--- config.mk ---
export PLATFORM = sky130hd
export DESIGN_NAME = gameport_packet_decode_normalize
export DESIGN_NICKNAME = d
export VERILOG_FILES = /design/src/gpd_pkg.sv /design/src/gpd_decoder.sv /design/src/gpd_div.sv /design/src/gameport_packet_decode_normalize.sv
export SDC_FILE = /design/constraint.sdc
export NUM_CORES = 1
export LEC_CHECK = 0
export BUFFER_PORTS_ARGS = -buffer_cell sky130_fd_sc_hd__clkbuf_2
export CAP_MARGIN = 20
export CORE_MARGIN = 4
export CORE_UTILIZATION = 55
export DETAILED_ROUTE_END_ITERATION = 10
export PLACE_DENSITY = 0.74
export SLEW_MARGIN = 30
export SYNTH_ARGS = -nofsm -noshare
export SYNTH_HDL_FRONTEND = slang
export SYNTH_HIERARCHICAL = 1
export SYNTH_SLANG_ARGS = --single-unit
--- constraint.sdc ---
create_clock -name clk -period 9.65 [get_ports clk]
set_input_delay 1.4475 -clock clk [delete_from_list [all_inputs] [get_ports clk]]
set_output_delay 1.4475 -clock clk [all_outputs]
set_load 0.01 [all_outputs]
--- src/gpd_pkg.sv ---
// Shared types and constants for the gameport packet decoder.
// Used by gpd_decoder, gpd_div and gameport_packet_decode_normalize.
`default_nettype none

package gpd_pkg;

  localparam int unsigned AXES     = 4;
  localparam int unsigned CFG_IDX_W = 3;
  localparam int unsigned CAL_W    = 24;

  localparam logic [CFG_IDX_W-1:0] REG_CAL_VALID = 3'd0;
  localparam logic [CFG_IDX_W-1:0] REG_X1_CAL    = 3'd1;
  localparam logic [CFG_IDX_W-1:0] REG_Y1_CAL    = 3'd2;
  localparam logic [CFG_IDX_W-1:0] REG_X2_CAL    = 3'd3;
  localparam logic [CFG_IDX_W-1:0] REG_Y2_CAL    = 3'd4;

  localparam logic [CAL_W-1:0] CAL_RESET = 24'h0080FF;

  typedef struct packed {
    logic [3:0]      buttons;
    logic [3:0][7:0] raw;
  } packet_t;

  typedef struct packed {
    logic       start;
    logic [7:0] num_mag;
    logic [7:0] den_mag;
  } div_req_t;

endpackage

`default_nettype wire

--- src/gpd_decoder.sv ---
// Packet assembler: collects six serial words into raw axes and switches.
// Depends on gpd_pkg for packet_t.
`default_nettype none

module gpd_decoder (
  input  wire logic            clk,
  input  wire logic            rst_n,
  input  wire logic            byte_accept,
  input  wire logic [7:0]      byte_in,
  output gpd_pkg::packet_t     pkt,
  output logic                 pkt_done
);

  localparam logic [2:0] PH_WAIT = 3'd0;
  localparam logic [2:0] PH_1    = 3'd1;
  localparam logic [2:0] PH_2    = 3'd2;
  localparam logic [2:0] PH_3    = 3'd3;
  localparam logic [2:0] PH_4    = 3'd4;
  localparam logic [2:0] PH_5    = 3'd5;

  logic [2:0] phase_r, phase_nxt;
  logic [7:0] ax0_r, ax0_nxt, ax1_r, ax1_nxt, ax2_r, ax2_nxt, ax3_r, ax3_nxt;
  logic [3:0] btn_r, btn_nxt;
  logic       start_bit;
  logic       mid_packet;

  assign start_bit  = byte_in[7];
  assign mid_packet = (phase_r >= PH_1) && (phase_r <= PH_5);

  always_comb begin
    phase_nxt = phase_r;
    ax0_nxt   = ax0_r;
    ax1_nxt   = ax1_r;
    ax2_nxt   = ax2_r;
    ax3_nxt   = ax3_r;
    btn_nxt   = btn_r;
    pkt_done  = 1'b0;
    if (byte_accept) begin
      if (mid_packet && start_bit) begin
        phase_nxt = PH_WAIT;
      end else begin
        case (phase_r)
          PH_1: begin
            ax0_nxt   = ax0_r + {3'b000, byte_in[6:2]};
            ax1_nxt   = {byte_in[1:0], 6'b000000};
            phase_nxt = PH_2;
          end
          PH_2: begin
            ax1_nxt   = ax1_r + {2'b00, byte_in[6:1]};
            ax2_nxt   = {byte_in[0], 7'b0000000};
            phase_nxt = PH_3;
          end
          PH_3: begin
            ax2_nxt   = ax2_r + {1'b0, byte_in[6:0]};
            phase_nxt = PH_4;
          end
          PH_4: begin
            ax3_nxt   = {byte_in[6:0], 1'b0};
            phase_nxt = PH_5;
          end
          PH_5: begin
            ax3_nxt   = ax3_r + {7'b0000000, byte_in[0]};
            phase_nxt = PH_WAIT;
            pkt_done  = 1'b1;
          end
          default: begin
            phase_nxt = PH_WAIT;
            if (start_bit) begin
              btn_nxt   = byte_in[6:3];
              ax0_nxt   = {byte_in[2:0], 5'b00000};
              phase_nxt = PH_1;
            end
          end
        endcase
      end
    end
  end

  // first two axes are inverted
  always_comb begin
    pkt.buttons = btn_r;
    pkt.raw[0]  = ~ax0_r;
    pkt.raw[1]  = ~ax1_r;
    pkt.raw[2]  = ax2_r;
    pkt.raw[3]  = ax3_r + {7'b0000000, byte_in[0]};
  end

  always_ff @(posedge clk) begin
    if (!rst_n) begin
      phase_r <= PH_WAIT;
      ax0_r   <= '0;
      ax1_r   <= '0;
      ax2_r   <= '0;
      ax3_r   <= '0;
      btn_r   <= '0;
    end else begin
      phase_r <= phase_nxt;
      ax0_r   <= ax0_nxt;
      ax1_r   <= ax1_nxt;
      ax2_r   <= ax2_nxt;
      ax3_r   <= ax3_nxt;
      btn_r   <= btn_nxt;
    end
  end

endmodule

`default_nettype wire

--- src/gpd_div.sv ---
// Shared restoring divider, one quotient bit per cycle.
// Computes (num * 2^(QW-8) + den) / (2 * den); depends on gpd_pkg for div_req_t.
`default_nettype none

module gpd_div #(
  parameter int unsigned QW = 23
) (
  input  wire logic             clk,
  input  wire logic             rst_n,
  input  wire gpd_pkg::div_req_t req,
  output logic                  done,
  output logic [QW-1:0]         quo
);

  localparam int unsigned CW = $clog2(QW + 1);

  logic [QW-1:0] dvd_r, dvd_nxt;
  logic [8:0]    rem_r, rem_nxt;
  logic [8:0]    dsr_r;
  logic [CW-1:0] cnt_r, cnt_nxt;
  logic          busy_r, busy_nxt;
  logic          done_r, done_nxt;
  logic [9:0]    trial;
  logic [9:0]    diff;
  logic          ge;

  assign trial = {rem_r, dvd_r[QW-1]};
  assign diff  = trial - {1'b0, dsr_r};
  assign ge    = trial >= {1'b0, dsr_r};

  always_comb begin
    dvd_nxt  = dvd_r;
    rem_nxt  = rem_r;
    cnt_nxt  = cnt_r;
    busy_nxt = busy_r;
    done_nxt = 1'b0;
    if (req.start) begin
      dvd_nxt  = {req.num_mag, (QW-8)'(req.den_mag)};
      rem_nxt  = '0;
      cnt_nxt  = CW'(QW);
      busy_nxt = 1'b1;
    end else if (busy_r) begin
      dvd_nxt = {dvd_r[QW-2:0], ge};
      rem_nxt = ge ? diff[8:0] : trial[8:0];
      cnt_nxt = cnt_r - CW'(1);
      if (cnt_r == CW'(1)) begin
        busy_nxt = 1'b0;
        done_nxt = 1'b1;
      end
    end
  end

  always_ff @(posedge clk) begin
    if (!rst_n) begin
      busy_r <= 1'b0;
      done_r <= 1'b0;
      cnt_r  <= '0;
    end else begin
      busy_r <= busy_nxt;
      done_r <= done_nxt;
      cnt_r  <= cnt_nxt;
    end
  end

  always_ff @(posedge clk) begin
    dvd_r <= dvd_nxt;
    rem_r <= rem_nxt;
    if (req.start) begin
      dsr_r <= {req.den_mag, 1'b0};
    end
  end

  assign done = done_r;
  assign quo  = dvd_r;

endmodule

`default_nettype wire

--- src/gameport_packet_decode_normalize.sv ---
// After the last packet word, each axis passes ST_SETUP and, if calibration is on and its
// divisor is nonzero, the divider in ST_DIV; ST_DONE then raises out_valid.
// Words are taken one per cycle; in_ready is low from the last word until its result loads.
// Each packet is six words, and normalizing it holds off the words of the next packet.
// Reset (rst_n, synchronous): packet state, calibration enable and out_valid cleared,
// calibration at min 0, home 0x80, max 0xFF. Depends on gpd_pkg, gpd_decoder, gpd_div.
`default_nettype none

module gameport_packet_decode_normalize #(
  parameter int unsigned FRACTION_BITS = 14
) (
  input  wire logic                            clk,
  input  wire logic                            rst_n,
  input  wire logic                            in_valid,
  output logic                                 in_ready,
  input  wire logic [7:0]                      in_serial_byte,
  output logic                                 out_valid,
  input  wire logic                            out_ready,
  output logic [7:0]                           out_raw_x1,
  output logic [7:0]                           out_raw_y1,
  output logic [7:0]                           out_raw_x2,
  output logic [7:0]                           out_raw_y2,
  output logic [3:0]                           out_button_bits,
  output logic signed [15:0]                   out_norm_x1,
  output logic signed [15:0]                   out_norm_y1,
  output logic signed [15:0]                   out_norm_x2,
  output logic signed [15:0]                   out_norm_y2,
  input  wire logic                            cfg_valid,
  output logic                                 cfg_ready,
  input  wire logic [gpd_pkg::CFG_IDX_W-1:0]   cfg_index,
  input  wire logic [gpd_pkg::CAL_W-1:0]       cfg_data
);

  localparam int unsigned QW = FRACTION_BITS + 9;
  localparam int unsigned RW = FRACTION_BITS + 18;
  localparam logic [QW-1:0]        TWO_Q = QW'(2) << FRACTION_BITS;
  localparam logic signed [RW-1:0] ONE_R = RW'(1) << FRACTION_BITS;

  localparam logic [1:0] ST_IDLE  = 2'd0;
  localparam logic [1:0] ST_SETUP = 2'd1;
  localparam logic [1:0] ST_DIV   = 2'd2;
  localparam logic [1:0] ST_DONE  = 2'd3;

  logic [1:0]                          state_r, state_nxt;
  logic [1:0]                          idx_r, idx_nxt;
  logic                                cal_valid_r;
  logic [3:0][gpd_pkg::CAL_W-1:0]      cal_r;
  gpd_pkg::packet_t                    pkt_r;
  logic [3:0][15:0]                    res_r;
  logic                                out_valid_r;

  logic                                in_accept;
  logic                                cfg_accept;
  gpd_pkg::packet_t                    dec_pkt;
  logic                                dec_done;
  gpd_pkg::div_req_t                   div_req;
  logic                                div_done;
  logic [QW-1:0]                       div_q;

  logic [7:0]                          ax_v, ax_lo, ax_hm, ax_hi;
  logic                                fwd, low_br, neg;
  logic signed [8:0]                   num_s, den_s;
  logic [7:0]                          num_mag, den_mag;
  logic [QW-1:0]                       q_c;
  logic signed [RW-1:0]                q_s, sq, r_val, r_sat;
  logic [15:0]                         res_val;
  logic                                res_store;
  logic                                out_free;

  assign in_ready   = (state_r == ST_IDLE);
  assign in_accept  = in_valid && in_ready;
  assign cfg_ready  = 1'b1;
  assign cfg_accept = cfg_valid && cfg_ready;
  assign out_free   = !out_valid_r || out_ready;

  gpd_decoder u_dec (
    .clk         (clk),
    .rst_n       (rst_n),
    .byte_accept (in_accept),
    .byte_in     (in_serial_byte),
    .pkt         (dec_pkt),
    .pkt_done    (dec_done)
  );

  // per-axis setup: pick branch, signed numerator and denominator
  assign ax_v  = pkt_r.raw[idx_r];
  assign ax_lo = cal_r[idx_r][23:16];
  assign ax_hm = cal_r[idx_r][15:8];
  assign ax_hi = cal_r[idx_r][7:0];
  assign fwd   = ax_lo < ax_hi;

  always_comb begin
    if (fwd) begin
      low_br = ax_v <= ax_hm;
      num_s  = low_br ? $signed({1'b0, ax_v}) - $signed({1'b0, ax_lo})
                      : $signed({1'b0, ax_v}) - $signed({1'b0, ax_hm});
      den_s  = low_br ? $signed({1'b0, ax_hm}) - $signed({1'b0, ax_lo})
                      : $signed({1'b0, ax_hi}) - $signed({1'b0, ax_hm});
    end else begin
      low_br = ax_v >= ax_hm;
      num_s  = low_br ? $signed({1'b0, ax_lo}) - $signed({1'b0, ax_v})
                      : $signed({1'b0, ax_hm}) - $signed({1'b0, ax_v});
      den_s  = low_br ? $signed({1'b0, ax_lo}) - $signed({1'b0, ax_hm})
                      : $signed({1'b0, ax_hm}) - $signed({1'b0, ax_hi});
    end
  end

  assign neg     = num_s[8] ^ den_s[8];
  assign num_mag = num_s[8] ? 8'(-num_s) : num_s[7:0];
  assign den_mag = den_s[8] ? 8'(-den_s) : den_s[7:0];

  assign div_req.start   = (state_r == ST_SETUP) && cal_valid_r && (den_mag != 8'd0);
  assign div_req.num_mag = num_mag;
  assign div_req.den_mag = den_mag;

  gpd_div #(
    .QW (QW)
  ) u_div (
    .clk   (clk),
    .rst_n (rst_n),
    .req   (div_req),
    .done  (div_done),
    .quo   (div_q)
  );

  // sign, offset and saturate the rounded quotient
  assign q_c   = (div_q > TWO_Q) ? TWO_Q : div_q;
  assign q_s   = RW'(q_c);
  assign sq    = neg ? -q_s : q_s;
  assign r_val = low_br ? sq - ONE_R : sq;
  assign r_sat = (r_val < -ONE_R) ? -ONE_R : ((r_val > ONE_R) ? ONE_R : r_val);

  always_comb begin
    if (!cal_valid_r) begin
      res_val = '0;
    end else if (den_mag == 8'd0) begin
      res_val = low_br ? 16'((-ONE_R)) : 16'(ONE_R);
    end else begin
      res_val = r_sat[15:0];
    end
  end

  always_comb begin
    state_nxt = state_r;
    idx_nxt   = idx_r;
    res_store = 1'b0;
    case (state_r)
      ST_IDLE: begin
        if (in_accept && dec_done) begin
          state_nxt = ST_SETUP;
          idx_nxt   = 2'd0;
        end
      end
      ST_SETUP: begin
        if (div_req.start) begin
          state_nxt = ST_DIV;
        end else begin
          res_store = 1'b1;
          idx_nxt   = idx_r + 2'd1;
          state_nxt = (idx_r == 2'd3) ? ST_DONE : ST_SETUP;
        end
      end
      ST_DIV: begin
        if (div_done) begin
          res_store = 1'b1;
          idx_nxt   = idx_r + 2'd1;
          state_nxt = (idx_r == 2'd3) ? ST_DONE : ST_SETUP;
        end
      end
      ST_DONE: begin
        if (out_free) begin
          state_nxt = ST_IDLE;
        end
      end
      default: begin
        state_nxt = ST_IDLE;
      end
    endcase
  end

  always_ff @(posedge clk) begin
    if (!rst_n) begin
      state_r     <= ST_IDLE;
      idx_r       <= 2'd0;
      out_valid_r <= 1'b0;
      cal_valid_r <= 1'b0;
      cal_r       <= {gpd_pkg::AXES{gpd_pkg::CAL_RESET}};
    end else begin
      state_r <= state_nxt;
      idx_r   <= idx_nxt;
      if ((state_r == ST_DONE) && out_free) begin
        out_valid_r <= 1'b1;
      end else if (out_ready) begin
        out_valid_r <= 1'b0;
      end
      if (cfg_accept) begin
        case (cfg_index)
          gpd_pkg::REG_CAL_VALID: cal_valid_r <= cfg_data[0];
          gpd_pkg::REG_X1_CAL:    cal_r[0]    <= cfg_data;
          gpd_pkg::REG_Y1_CAL:    cal_r[1]    <= cfg_data;
          gpd_pkg::REG_X2_CAL:    cal_r[2]    <= cfg_data;
          gpd_pkg::REG_Y2_CAL:    cal_r[3]    <= cfg_data;
          default: begin
          end
        endcase
      end
    end
  end

  always_ff @(posedge clk) begin
    if (in_accept && dec_done) begin
      pkt_r <= dec_pkt;
    end
    if (res_store) begin
      res_r[idx_r] <= res_val;
    end
    if ((state_r == ST_DONE) && out_free) begin
      out_raw_x1      <= pkt_r.raw[0];
      out_raw_y1      <= pkt_r.raw[1];
      out_raw_x2      <= pkt_r.raw[2];
      out_raw_y2      <= pkt_r.raw[3];
      out_button_bits <= pkt_r.buttons;
      out_norm_x1     <= res_r[0];
      out_norm_y1     <= res_r[1];
      out_norm_x2     <= res_r[2];
      out_norm_y2     <= res_r[3];
    end
  end

  assign out_valid = out_valid_r;

`ifndef SYNTHESIS
  a_div_only_in_div: assert property (@(posedge clk) disable iff (!rst_n)
    div_done |-> (state_r == ST_DIV))
    else $error("divider finished outside of divide state");

  a_out_from_done: assert property (@(posedge clk) disable iff (!rst_n)
    $rose(out_valid_r) |-> ($past(state_r) == ST_DONE))
    else $error("result word raised without finishing normalize");

  a_norm_range: assert property (@(posedge clk) disable iff (!rst_n)
    out_valid_r |-> ((FRACTION_BITS > 14) ||
      (($signed(out_norm_x1) <= $signed(16'(ONE_R))) &&
       ($signed(out_norm_x1) >= -$signed(16'(ONE_R))))))
    else $error("normalized first axis out of range");
`endif

endmodule

`default_nettype wire

* Yosys cells after proc, flatten, opt, wreduce, memory -nomap -nowiden
Cells that the tools add are included.
** Storage, ports and cells
- Logic and storage cells :: 192
- Output and inout port bits :: 103
- Input port bits :: 40
- Bits in registers :: 388
** Operators by class
- Reduce and logical (&&, ||, !) cells :: 37
- $lt $le $gt $ge :: 11
- $add $sub $neg :: 19
- Bitwise operators :: 8
- Equal/unequal tests :: 18
- Mux-type cells :: 59
** Operators with widths (count)
- 2-to-1 mux 16 bit :: 6
- subtractor 8 x 8 -> 9 bit :: 8
- 2-to-1 mux 23 bit :: 3
- bitwise mux 64 bit :: 1
- 2-to-1 mux 32 bit :: 2
- case mux 8 bit (2 select lines) :: 4
- 2-to-1 mux 9 bit :: 7
- binary-select mux 24 bit (select 2 bit) :: 1
- demux 16 bit (select 2 bit) :: 1
- greater-than comparator 32 x 16 -> 1 bit, second input constant :: 1
- less-than comparator 32 x 15 -> 1 bit, second input constant :: 1
- 2-to-1 mux 8 bit :: 4
- negator 23 -> 32 bit :: 1
- subtractor 32 x 16 -> 32 bit, second input constant :: 1
- 2-to-1 mux 24 bit :: 1
- greater-than comparator 23 x 16 -> 1 bit, second input constant :: 1
- binary-select mux 8 bit (select 2 bit) :: 1
- 2-to-1 mux 2 bit :: 8
- negator 8 bit :: 2
- inverter 8 bit :: 2
- case mux 3 bit (5 select lines) :: 1
- 2-to-1 mux 1 bit :: 13
- == test 3 x 2 -> 1 bit, second input constant :: 4
- AND reduction 3 bit :: 4
- other kinds (44) :: 74

* Longest topological paths before layout
- Depth in word-level cells :: 15
- Mapped depth :: 32
- Mapped depth without buffers :: 27

* Modules after synthesis
The synthesis kept the hierarchy.
** By module, submodules not included
- gameport_packet_decode_normalize :: area each 15416.0 sq um, cells each 1440, seq. area each 8047.7 sq um, times used 1
- gpd_decoder :: area each 2830.2 sq um, cells each 364, seq. area each 780.7 sq um, times used 1
- gpd_div :: area each 2269.7 sq um, cells each 211, seq. area each 1181.1 sq um, times used 1

* Least setup slack after synthesis
Ideal clock, no wire load.
- Path type :: register to register
- Start :: reg idx_r[1]
- End :: reg res_r[10] in the netlist's numbering, data pin
- Path buffers :: 6
- Library setup time :: 0.209 ns
- Slack :: 2.323 ns
- Cell stages (with the launch flop) :: 31
- Required time :: 9.441 ns
- Data arrival time :: 7.118 ns
- Cell sequence :: dfxtp_1 buf_2 buf_1 clkbuf_1 mux4_2 ha_1 nor2b_1 o21ai_0 a31oi_1 nor2_1 clkbuf_1 clkbuf_1 o21ai_0 ha_1 nor2b_1 o2111ai_1 a41oi_1 o21a_1 a21boi_1 a211oi_2 a2111oi_0 a21oi_1 ha_1 nor3b_1 nor2_1 a211o_1 nor3_1 and4_1 o22ai_2 buf_6 nor3b_1
** Between the ends
- Word-level cells in the longest chain between the ends :: 15
** RTL lines
- from (decl) :: line gameport_packet_decode_normalize.sv:45 : logic [1:0] idx_r, idx_nxt;
- from (signal assigned) :: line gameport_packet_decode_normalize.sv:190 : idx_r <= idx_nxt;
- binary-select mux 24 bit (select 2 bit) / binary-select mux 8 bit (select 2 bit) (equally long branches)
- 2-to-1 mux 24 bit (not written as such) / 2-to-1 mux 8 bit (equally long branches) :: line gameport_packet_decode_normalize.sv:89, gameport_packet_decode_normalize.sv:86
- subtractor 8 x 8 -> 9 bit, or another cell as far along :: line gameport_packet_decode_normalize.sv:102 : : $signed({1'b0, ax_hm}) - $signed({1'b0, ax_v});
- 2-to-1 mux 9 bit (on tied branches)
- 2-to-1 mux 9 bit :: line gameport_packet_decode_normalize.sv:93 : if (fwd) begin
- bitwise XOR 1 bit :: line gameport_packet_decode_normalize.sv:108 : assign neg = num_s[8] ^ den_s[8];
- 2-to-1 mux 32 bit :: line gameport_packet_decode_normalize.sv:129 : assign sq = neg ? -q_s : q_s;
- subtractor 32 x 16 -> 32 bit :: line gameport_packet_decode_normalize.sv:130 : assign r_val = low_br ? sq - ONE_R : sq;
- 2-to-1 mux 32 bit :: line gameport_packet_decode_normalize.sv:130
- greater-than comparator 32 x 16 -> 1 bit :: line gameport_packet_decode_normalize.sv:131 : assign r_sat = (r_val < -ONE_R) ? -ONE_R : ((r_val > ONE_R) ? ONE_R : r_val);
- 2-to-1 mux 16 bit (2 in series) :: line gameport_packet_decode_normalize.sv:131
- 2-to-1 mux 16 bit * :: line gameport_packet_decode_normalize.sv:136 : end else if (den_mag == 8'd0) begin
- 2-to-1 mux 16 bit * :: line gameport_packet_decode_normalize.sv:134 : if (!cal_valid_r) begin
- net res_val[10] :: line gameport_packet_decode_normalize.sv:66 : logic [15:0] res_val;
- bitwise mux 64 bit * :: line gameport_packet_decode_normalize.sv:215 : res_r[idx_r] <= res_val;
- to (signal, indexed assignment) :: line gameport_packet_decode_normalize.sv:215
- to (decl) :: line gameport_packet_decode_normalize.sv:49 : logic [3:0][15:0] res_r;
Mark *: on every way through the listed nets, which the timed path passes. The rest lies on a longest branch. The select of a mux whose other input is x is not followed.
A chain may end at the register's enable or synchronous reset.

* Worst setup path after layout
- Start :: reg idx_r[0]
- End :: reg res_r[7] in the netlist's numbering, data pin
Same word-level chain as after synthesis.

==> impl_metrics.prom <==
# TYPE chip_impl_metric gauge
chip_impl_metric{name="cts_max_path_buffers",unit=""} 3
chip_impl_metric{name="placementRows",unit=""} 70
chip_impl_info{name="path_common_cell",value="ha_1"} 1
chip_impl_metric{name="mean_routed_wirelength_per_cell",unit="um"} 19.8
chip_impl_metric{name="ys_warn_count",unit=""} 6
chip_impl_metric{name="vdd_ir_drop_max",unit="mV"} 0.139
chip_impl_metric{name="final_cell_area",unit="mm^2"} 0.0230
chip_impl_metric{name="worstPathMaxFanout",unit=""} 19
chip_impl_metric{name="critPathMaxStageDelay",unit="ns"} 0.68
chip_impl_metric{name="totalNegativeSetupSlack",unit="ns"} 0
chip_impl_metric{name="post_dp_hpwl",unit="mm"} 37.9
chip_impl_metric{name="grt_antenna_before_repair",unit=""} 1
chip_impl_info{name="cpLargestDelayFamily",value="compound AO/OA/AOI/OAI gates"} 1
chip_impl_metric{name="powerDensity",unit="mW/mm^2"} 167
chip_impl_metric{name="netlist_instances",unit=""} 2015
chip_impl_metric{name="layout-drive-gt1-share",unit="%"} 14.0
chip_impl_metric{name="netlist-cell-type-count",unit=""} 99
chip_impl_metric{name="grt-ovfl-total",unit=""} 0
chip_impl_info{name="synthDominantAreaCellType",value="edfxtp_1"} 1
chip_impl_metric{name="globalplace.congestion",unit=""} 1.00
chip_impl_info{name="worstSetupPathType",value="flop to flop"} 1
chip_impl_metric{name="finalCoreUtilization",unit="%"} 62.6
chip_impl_metric{name="setup_violations",unit=""} 0
chip_impl_metric{name="net_total_in_the_final_layout",unit=""} 2278
chip_impl_metric{name="seq_area_frac_synth",unit="%"} 48.8
chip_impl_info{name="synthFlopType",value="edfxtp_1"} 1
chip_impl_metric{name="share_of_the_synthesized_area_in_the_top_cell_type",unit="%"} 32.8
chip_impl_info{name="synth_commonest_cells",value="nand2_1, edfxtp_1, dfxtp_1"} 1
chip_impl_metric{name="clk_transition_reported_paths",unit="ns"} 0.06
chip_impl_metric{name="post-route-period-util",unit="%"} 88.8
chip_impl_metric{name="cellLeakagePower",unit="nW"} 8.78
chip_impl_metric{name="layout-area-overhead-vs-synth",unit="%"} 12.0
chip_impl_metric{name="cts-buffers-inserted",unit=""} 41
chip_impl_metric{name="required",unit="ns"} 9.92
chip_impl_metric{name="synth.ff_latch_count",unit=""} 388
chip_impl_info{name="end_kind",value="flop"} 1
chip_impl_metric{name="drt-vias-per-instance",unit=""} 6.00
chip_impl_info{name="status",value="finished clean"} 1
chip_impl_metric{name="cts_hold_buf",unit=""} 0
chip_impl_metric{name="tightestPinTransition",unit="ns"} 0.997
chip_impl_metric{name="grt_max_degree",unit=""} 86
chip_impl_metric{name="grt_first_pass_wirelength",unit="mm"} 80.9
chip_impl_metric{name="drc",unit=""} 0
chip_impl_metric{name="maxSlewViolCount",unit=""} 0
chip_impl_metric{name="grtUsageTotal",unit="%"} 24.8
chip_impl_metric{name="max_cap_viol_count",unit=""} 0
chip_impl_metric{name="dieHeight",unit="um"} 201
chip_impl_metric{name="final-hold-violation-count",unit=""} 0
chip_impl_metric{name="detail-route-antenna-nets",unit=""} 0
chip_impl_info{name="tritoncts_clock_tree",value="built"} 1
chip_impl_info{name="cp-start-kind",value="flop"} 1
chip_impl_info{name="yosysMostFrequentCell",value="nand2_1"} 1
chip_impl_metric{name="route.final.wire_length",unit="mm"} 51.8
chip_impl_metric{name="grt_pass1_vias",unit=""} 14930
chip_impl_metric{name="clk_latency",unit="ns"} 0.55
chip_impl_metric{name="htreeDepth",unit=""} 2
chip_impl_metric{name="dieArea",unit="mm^2"} 0.0405
chip_impl_metric{name="fin_hold_ws",unit="ns"} 0.412
chip_impl_metric{name="vias",unit=""} 15734
chip_impl_metric{name="post-cts-setup-buffers",unit=""} 0
chip_impl_info{name="synthTopCellsByArea",value="edfxtp_1, dfxtp_1, ha_1"} 1
chip_impl_metric{name="post_cts_repair_resize_count",unit=""} 0
chip_impl_metric{name="placed_cell_area",unit="mm^2"} 0.0216
chip_impl_metric{name="worst-path-buf-inv",unit=""} 1
chip_impl_metric{name="finalWorstPathRequiredPeriod",unit="ns"} 8.57
chip_impl_metric{name="syn-num-nets",unit=""} 2171
chip_impl_metric{name="worst_slew_margin_rel",unit="%"} 33.3
chip_impl_metric{name="area_of_the_mapped_netlist",unit="mm^2"} 0.0205
chip_impl_metric{name="core_area",unit="mm^2"} 0.0367
chip_impl_metric{name="worstPathArrival",unit="ns"} 8.84
chip_impl_info{name="grt_setup_unrepaired",value="false"} 1
chip_impl_metric{name="cts_num_sinks",unit=""} 388
chip_impl_info{name="ctsRootBufferMaster",value="clkbuf_16"} 1
chip_impl_info{name="cp_slowest_cell",value="dfxtp_2"} 1
chip_impl_metric{name="diodes",unit=""} 0
chip_impl_metric{name="firstDrtPassIters",unit=""} 6
chip_impl_info{name="hold_path_class",value="flop to flop"} 1
chip_impl_metric{name="io_pins",unit=""} 143
chip_impl_metric{name="die-width",unit="um"} 201
chip_impl_metric{name="portbufs",unit=""} 141
chip_impl_metric{name="drtIter0Drc",unit=""} 1357
chip_impl_metric{name="number_of_enable_type_register_cells_in_the_synthesized_netlist",unit=""} 224
chip_impl_metric{name="clock-skew-final",unit="ns"} 0.0132
chip_impl_metric{name="timing.fmax",unit="MHz"} 117
chip_impl_metric{name="initial_utilization",unit="%"} 55.9
chip_impl_metric{name="synth_async_sr_flop_share",unit="%"} 0
chip_impl_metric{name="syn_area_per_cell",unit="um^2"} 10.2
==> flip-flops by register name, summed over array words and instances, names as in the netlist, 9 cells and up <==
register	flops
pkt_r	36
out_norm_x2	16
u_div/quo	23
out_norm_x1	16
out_norm_y2	16
out_norm_y1	16
u_div/rem_r	9
res_r	64
cal_r	96
==> layer usage <==
layer	wire [um]	vias up	share of wire, %	GRT usage, %
li1	-	7530	-	-
met1	21700	7525	42	33.8
met2	24900	590	48	41.5
met3	3830	89	7.4	4.09
met4	1390	0	2.7	6.91
met5	0	-	0	0
==> where the power goes <==
| part | internal, mW | leakage (nW) | total (mW) | switching (mW) |
|---|---|---|---|---|
| registers | 1.77 | 3.31 | 1.80 | 0.0288 |
| logic | 0.172 | 4.81 | 0.460 | 0.288 |
| clock network | 0.946 | 0.664 | 1.57 | 0.629 |
==> placed cells by master, fill, tap and decap left out, types with 20 or more instances in the layout <==
| cell type | netlist | routed |
|---|---|---|
| o21ai_0 | 72 | 72 |
| nor2b_1 | 23 | 22 |
| inv_1 | 99 | 99 |
| edfxtp_1 | 224 | 224 |
| nand3_1 | 85 | 84 |
| xor2_1 | 29 | 29 |
| a21oi_1 | 96 | 96 |
| mux4_2 | 32 | 32 |
| clkbuf_16 | 0 | 41 |
| ha_1 | 105 | 105 |
| dfxtp_1 | 164 | 161 |
| a21boi_0 | 64 | 64 |
| mux2i_1 | 30 | 30 |
| and2_1 | 21 | 21 |
| xnor2_1 | 40 | 40 |
| nor2_1 | 121 | 120 |
| clkbuf_2 | 1 | 140 |
| o21a_1 | 20 | 20 |
| nor3_1 | 39 | 39 |
| nand2_1 | 328 | 328 |
| a211oi_1 | 22 | 22 |
==> kinds of logic (layout without fill, tap and decap cells) <==
family,count (synthesis),in the layout,synth area share [%]
simple gates,742,742,17.0
compound gates,439,439,14.8
flops,388,388,48.8
buf+inv,195,334,3.81
fa+ha+maj,116,116,7.48
xor+xnor,69,69,2.95
mux,65,65,5.14
other cells,1,1,0.0183
==> per-stage QoR <==
| step | setup slack (ns) | std cells | power [mW] |
|---|---|---|---|
| after CTS | 0.949 | 2622 | 3.86 |
| after global routing | 0.503 | 2622 | 3.99 |
| after floorplan | 2.32 | 2015 | 2.16 |
| after global placement | 1.31 | 2545 | 2.27 |
| final | 1.08 | 2622 | 3.83 |
| after detailed placement | 0.956 | 2547 | 2.28 |
==> path summary, 6_finish.rpt <==
kind | slack [ns] | to | cells after the start | startpoint
max | 1.08 | res_r[7] | 27 | idx_r[0]
min | 0.41 | out_norm_y2[7] | 0 | res_r[55]
max reg2reg | 1.08 | res_r[7] | 27 | idx_r[0]
min reg2reg | 0.41 | out_norm_y2[7] | 0 | res_r[55]
==> area by class of cell <==
type / count / area (um^2)
clock inverters: 22 / 256
multi-input cells: 1432 / 9750
fillers: 2947 / 13700
inverters: 99 / 372
well taps: 468 / 586
clock buffers: 53 / 1100
repair buffers: 160 / 891
flip-flops and latches: 388 / 10000
(Power assumes the default switching activity.)
